<file path="src/hw/rtl/mpa_out_fifo.sv">
// Small result queue that decouples the pooling pipeline from the output stream.
module mpa_out_fifo #(
	parameter int WIDTH = 42,
	parameter int DEPTH = 3
) (
	input  logic                         clk,
	input  logic                         arst_n,
	input  logic                         push,
	input  logic [WIDTH-1:0]             push_data,
	output logic                         out_valid,
	input  logic                         out_ready,
	output logic [WIDTH-1:0]             out_data,
	output logic [$clog2(DEPTH+1)-1:0]   count
);
	localparam int PTRW = (DEPTH > 1) ? $clog2(DEPTH) : 1;
	localparam int CNTW = $clog2(DEPTH + 1);

	logic [WIDTH-1:0] store_q [DEPTH];
	logic [PTRW-1:0]  rd_ptr_q, wr_ptr_q;
	logic [CNTW-1:0]  cnt_q;
	logic             pop;

	assign out_valid = (cnt_q != '0);
	assign out_data  = store_q[rd_ptr_q];
	assign pop       = out_valid & out_ready;
	assign count     = cnt_q;

	always_ff @(posedge clk) begin
		if (push) begin
			store_q[wr_ptr_q] <= push_data;
		end
	end

	always_ff @(posedge clk or negedge arst_n) begin
		if (!arst_n) begin
			rd_ptr_q <= '0;
			wr_ptr_q <= '0;
			cnt_q    <= '0;
		end else begin
			if (push) begin
				wr_ptr_q <= (wr_ptr_q == PTRW'(DEPTH - 1)) ? '0 : wr_ptr_q + PTRW'(1);
			end
			if (pop) begin
				rd_ptr_q <= (rd_ptr_q == PTRW'(DEPTH - 1)) ? '0 : rd_ptr_q + PTRW'(1);
			end
			cnt_q <= cnt_q + CNTW'(push) - CNTW'(pop);
		end
	end

endmodule

</file>
<file path="config.mk">
export PLATFORM = sky130hd
export DESIGN_NAME = mpa_out_fifo
export DESIGN_NICKNAME = d
export VERILOG_FILES = /design/src/hw/rtl/mpa_out_fifo.sv
export SDC_FILE = /design/constraint.sdc
export NUM_CORES = 1
export LEC_CHECK = 0
export BUFFER_PORTS_ARGS = -buffer_cell sky130_fd_sc_hd__buf_2
export CAP_MARGIN = 20
export CORE_MARGIN = 10
export CORE_UTILIZATION = 45
export DETAILED_ROUTE_END_ITERATION = 16
export PLACE_DENSITY = 0.8
export SYNTH_ARGS = -nofsm -noshare
export SYNTH_HDL_FRONTEND = slang
export SYNTH_SLANG_ARGS = --single-unit
</file>
<file path="constraint.sdc">
create_clock -name clk -period 4.3 [get_ports clk]
set_clock_uncertainty 0.05 [all_clocks]
set_input_delay 0.86 -clock clk [delete_from_list [all_inputs] [get_ports clk]]
set_output_delay 0.86 -clock clk [all_outputs]
set_load 0.005 [all_outputs]
</file>
==> results of run 1 <==
registers in the layout, summed over array words and instances, names as in the netlist:
name      flops
wr_ptr_q      2
rd_ptr_q      2
count         2
store_q     126
metal layers:
metal,part of all wire [%],track usage [%],routed length (um)
met1,39,12.5,3610
met2,53,20.2,4880
met3,6.3,5.91,573
met4,0.84,4.27,77
met5,0,0,0
metrics by stage:
| step | total power (W) | setup slack, ns | hold slack [ns] | instances |
|---|---|---|---|---|
| global placement | 0.00271 | 1.56 | 0.450 | 515 |
| finish | 0.00425 | 1.03 | 0.113 | 548 |
| CTS | 0.00430 | 0.934 | 0.0946 | 547 |
| global route | 0.00449 | 0.829 | 0.0777 | 548 |
| floorplan | 0.00239 | 1.12 | 0.451 | 292 |
| detailed placement | 0.00274 | 1.48 | 0.468 | 515 |
cell type report:
class                           instances  area, um2
Sequential cell                       132       3940
Clock buffer                           17        414
Inverter                                4       15.0
Tap cell                              140        175
Multi-Input combinational cell        142        947
Timing Repair Buffer                   98        523
Clock inverter                         15        236
Fill cell                             829       4590
cell families after synthesis:
group,after synthesis,synth area share [%]
flops,132,78.9
simple gates,49,3.99
mux,45,9.08
compound gates,44,4.46
buf+inv,18,2.76
xor+xnor,2,0.351
fa+ha+maj,2,0.502
where the power goes:
group	internal (W)	switching [W]	leakage (nW)
registers	0.00162	0.000159	1.23
logic	0.000440	0.000477	0.831
clock network	0.00105	0.000509	0.306
total	0.00311	0.00115	2.37
worst max path at each step:
stage          slack, ns       endpoint  cells past startpoint
6_report            1.03   out_data[14]                      4
5_1_grt             0.83    out_data[1]                      4
4_1_cts             0.93    out_data[1]                      4
3_5_place_dp        1.48    out_data[1]                      4
3_3_place_gp        1.56    out_data[1]                      4
2_1_floorplan       1.12  store_q[1][0]                      2
worst max-delay path, delay by kind of cell (launching register included):
family	cells	cell delay, ns
compound gates	1	0.09
buf+inv	2	0.57
flops	1	0.92
mux	1	0.25
cells in the final DEF, fill, tap and decap left out:
master	netlist	routed
nor2_2	1	1
or2_2	1	1
bufinv_16	0	6
nor2_4	0	1
o21ai_0	4	4
nand2_1	43	43
inv_1	4	4
nor3b_4	0	2
clkinvlp_4	0	3
o21ai_1	39	39
ha_1	2	2
clkbuf_16	0	16
dfrtp_2	0	2
mux2_2	2	2
nor2b_1	1	1
buf_4	2	7
clkinv_1	0	3
xnor2_1	2	2
clkinv_2	0	1
edfxtp_1	126	126
clkinv_4	0	2
clkbuf_8	0	1
dfrtp_1	6	4
buf_12	1	1
mux2i_1	43	43
buf_2	4	90
a21o_1	1	1
==> qor.yml, run 1 <==
cts:
  clk_pin_slew_ns: 0.06
  cts_tree: "yes"
  clockBufferDepth: 2
  cts_sinks: 132
  htree_levels: 4
  cts_buffers: 17
  insertion_delay_ns: 0.51
  cts-root-buf: "clkbuf_8"
  cts_setup_buffers: 0
  hold_buffers: 0
  cts_resized: 0
yosys:
  syn_area_per_cell_um2: 17.1
  synth_ff_type: "edfxtp_1"
  syn_inst: 292
  syn_area_um2: 4990
  synth-edff-count: 126
  synth.top_cells.by_area: "edfxtp_1 (76%), mux2i_1 (8.6%), o21ai_1 (3.9%)"
  synth_top_cell_by_area: "edfxtp_1"
  synth.top_cell.area_share_pct: 75.8
  yosysMostFrequentCell: "edfxtp_1"
  synth_commonest_cells: "edfxtp_1 (126), mux2i_1 (43), nand2_1 (43)"
  ys_async_sr_fraction_pct: 4.55
  synth_cell_types: 22
  ys_seq_area_share_pct: 78.9
  synth_seq_cells: 132
  yosysWarnings: 0
  syn_nets: 340
timing:
  rsz0062_at_grt: "false"
  slew_headroom_pct: 42.3
  finalCritPeriodShare_pct: 76.1
  finalCriticalPeriod_ns: 3.27
  slew_viol_final: 0
  worstMarginPinSlew_ns: 0.866
  fmax_mhz: 306
  timing_hold_violations_final: 0
  tns_ns: 0
  setup_violations: 0
setup_path:
  crit_fanout: 29
  cp-startpoint: "rd_ptr_q[0]"
  worst_setup_path_start_kind: "flip-flop"
  r2r_slack_ns: 2.27
  cp-end-kind: "primary output"
  arrival_ns: 2.36
  cp_slowest_stage_delay_ns: 0.92
  worstReg2RegStart: "wr_ptr_q[0]"
  reg2reg_depth: 3
  cp.required_ns: 3.39
  worstSetupPathType: "flip-flop to primary output"
  crit_chain: "buf_4, mux2i_1, o21ai_1, buf_2"
  slowest_stage: "dfrtp_2"
  r2r_end: "store_q[1][20]"
power:
  p_leak_nw: 2.37
  ir_worst_vdd_uv: 288
  power.density_nw_per_um2: 681
job:
  drv_cap: 0
drt:
  drtIter0Drc: 134
  wl_um: 9140
  routed_via_density: 4.84
  first_pass_iters: 4
  vias: 2650
  drc: 0
  wl_per_cell_um: 16.7
  ant_nets: 0
finish:
  final_area_um2: 6250
  drive_gt1_share_pct: 33.3
  nets: 443
  area_growth_pct: 25.2
  diodes: 0
  final_util_pct: 57.6
placed_design:
  portBuffers: 90
  postPlaceCellArea_um2: 5580
  dpl.hpwl_um: 5850
  finalWeightedCongestion: 0.677
grt:
  grt_pass1_vias: 2785
  overflow: 0
  grt_max_degree: 69
  grt_antenna_before_repair: 0
  grt_pass1_wl_um: 14500
  grt_usage_pct: 11.9
min_path:
  hold_path_class: "input pin to async pin"
floorplanning:
  die_width_um: 125
  initial_core_util_pct: 46.0
  ios: 91
  core-area_um2: 10800
  die-area_um2: 15700
  die_h_um: 125
  num_rows: 38
outcome:
  status: "finished, final reports clean"
(Power assumes the default switching activity.)
==> run 2: changes to the inputs <==
--- a/config.mk
+++ b/config.mk
@@ -5,6 +5,7 @@
 export SDC_FILE = /design/constraint.sdc
 export NUM_CORES = 1
 export LEC_CHECK = 0
+export ABC_AREA = 1
 export BUFFER_PORTS_ARGS = -buffer_cell sky130_fd_sc_hd__buf_2
 export CAP_MARGIN = 20
 export CORE_MARGIN = 10
==> constraint.sdc (replaced) <==
create_clock -name clk -period 2.7 [get_ports clk]
set_clock_uncertainty 0.05 [all_clocks]
set_input_delay 0.54 -clock clk [delete_from_list [all_inputs] [get_ports clk]]
set_output_delay 0.54 -clock clk [all_outputs]
set_load 0.005 [all_outputs]
==> qor.yml, run 2 <==
outcome:
  status: "finished, final reports clean"
min_path:
  min_from: "push_data[25]"
  hold_path_class: "input pin to flip-flop"
  hold_end: "store_q[2][25]"
  min_path_cells: 1
drt:
  drtIter0Drc: 222
  routed_via_density: 5.15
  wl_um: 11200
  wl_per_cell_um: 18.4
  drc: 0
  first_pass_iters: 4
  ant_nets: 0
  vias: 3120
cts:
  clockBufferDepth: 2
  clk_pin_slew_ns: 0.06
  cts_buffers: 17
  cts_setup_buffers: 0
  cts-root-buf: "clkbuf_8"
  insertion_delay_ns: 0.50
  cts_tree: "yes"
  cts_sinks: 132
  htree_levels: 4
yosys:
  synth_top_cell_by_area: "edfxtp_1"
  yosysMostFrequentCell: "edfxtp_1"
  ys_async_sr_fraction_pct: 4.55
  ys_seq_area_share_pct: 78.7
  synth_commonest_cells: "edfxtp_1 (126), nand2_1 (96), nand3_1 (89)"
  syn_area_um2: 5000
  synth.top_cell.area_share_pct: 75.7
  synth-edff-count: 126
  yosysWarnings: 0
  synth_ff_type: "edfxtp_1"
  synth.top_cells.by_area: "edfxtp_1 (76%), nand3_1 (8.9%), nand2_1 (7.2%)"
  synth_seq_cells: 132
  syn_inst: 354
  syn_area_per_cell_um2: 14.1
  syn_nets: 402
  synth_cell_types: 12
setup_path:
  r2r_end: "store_q[0][35]"
  worstSetupPathType: "flip-flop to primary output"
  cp_common_cell: "nand3_1"
  crit_chain: "inv_6, nand3_1, nand3_1, buf_2"
  cp.required_ns: 2.11
  critPathTopFamily: "flip-flops"
  critPathBufInv: 2
  cp-end-kind: "primary output"
  reg2reg_depth: 4
  slowest_stage: "dfrtp_4"
  worstReg2RegStart: "wr_ptr_q[1]"
  cp_slowest_stage_delay_ns: 0.64
  worst_setup_path_start_kind: "flip-flop"
  crit_fanout: 42
  r2r_slack_ns: 1.01
  arrival_ns: 1.92
  cp-startpoint: "rd_ptr_q[1]"
finish:
  final_common_cell: "edfxtp_1"
  largest_reg_flops: 126
  drive_gt1_share_pct: 28.8
  final_area_um2: 6140
  area_growth_pct: 22.9
  max_flop_register: "store_q"
  nets: 501
  mostFrequentLayoutCells: "edfxtp_1 (126), nand2_1 (96), buf_2 (90)"
power:
  power.density_nw_per_um2: 1140
  p_leak_nw: 2.40
  ir_worst_vdd_uv: 466
  finalPower_w: 0.00699
floorplanning:
  die-area_um2: 15700
  die_h_um: 125
  die_width_um: 125
  ios: 91
  num_rows: 38
  core-area_um2: 10800
  initial_core_util_pct: 46.1
timing:
  tns_ns: 0
  holdWs_ns: 0.184
  rsz0062_at_grt: "false"
  setup_violations: 0
  slew_headroom_pct: 59.5
  fmax_mhz: 398
  finalCritPeriodShare_pct: 93.0
  finalCriticalPeriod_ns: 2.51
  slew_viol_final: 0
  setup_ws_ns: 0.189
  timing_hold_violations_final: 0
  worstMarginPinSlew_ns: 0.607
grt:
  grt_max_degree: 45
  grt_usage_pct: 13.8
  grt_pass1_vias: 3259
  grt_antenna_before_repair: 1
  grt_pass1_wl_um: 17100
  overflow: 0
placed_design:
  finalWeightedCongestion: 0.746
  dp_slack_ns: 0.408
  dpl.hpwl_um: 6550
  portBuffers: 90
  postPlaceCellArea_um2: 5550
job:
  drv_cap: 0
[run 2: power breakdown]
group          switching (W)  internal (W)
registers           0.000186       0.00264
clock network       0.000807       0.00130
logic                0.00132      0.000727
[run 2: area by class of cell]
type	count	area, um2
repair buffers	96	523
diodes	1	2.50
well taps	140	175
fillers	875	4700
inverters	12	50.0
clock inverters	13	138
clock buffers	18	418
flip-flops and latches	132	3940
multi-input cells	194	898
[run 2: logic make-up after synthesis]
family / Yosys count / share of synthesized area [%]
adders and majority gates: 2 / 0.500
DFF: 132 / 78.7
buffers and inverters: 30 / 3.95
and+or+nand+nor: 188 / 16.7
AOI/OAI and AO/OA: 2 / 0.200
[run 2: worst max path at each step]
| stage | to | slack, ns | cells past startpoint |
|---|---|---|---|
| after floorplan | store_q[2][0] | 0.56 | 2 |
| after global placement | out_data[11] | 0.44 | 4 |
| after detailed placement | out_data[12] | 0.41 | 4 |
| after CTS | out_data[14] | 0.02 | 4 |
| after global routing | out_data[41] | 0.06 | 4 |
| final | out_data[12] | 0.19 | 4 |
[run 2: per-stage QoR]
step	std cells	util (%)
global placement	571	51.2
CTS	604	56.5
floorplan	354	-
global route	605	56.6
finish	606	56.7
detailed placement	571	51.2
[run 2: metal layers]
metal  share of wire [%]  GRT usage [%]
met1                  39           14.4
met2                  52           24.5
met3                 7.9           5.83
met4                0.66           4.88
met5                   0              0
[run 2: timing repair]
item                                   4_1_cts  5_1_grt
gates cloned                                 1        1
resized for setup                            1        3
hold buffers                                 1        0
endpoints found under the hold margin        6        0
setup endpoints to repair                   42       28
pin swaps                                    1        1
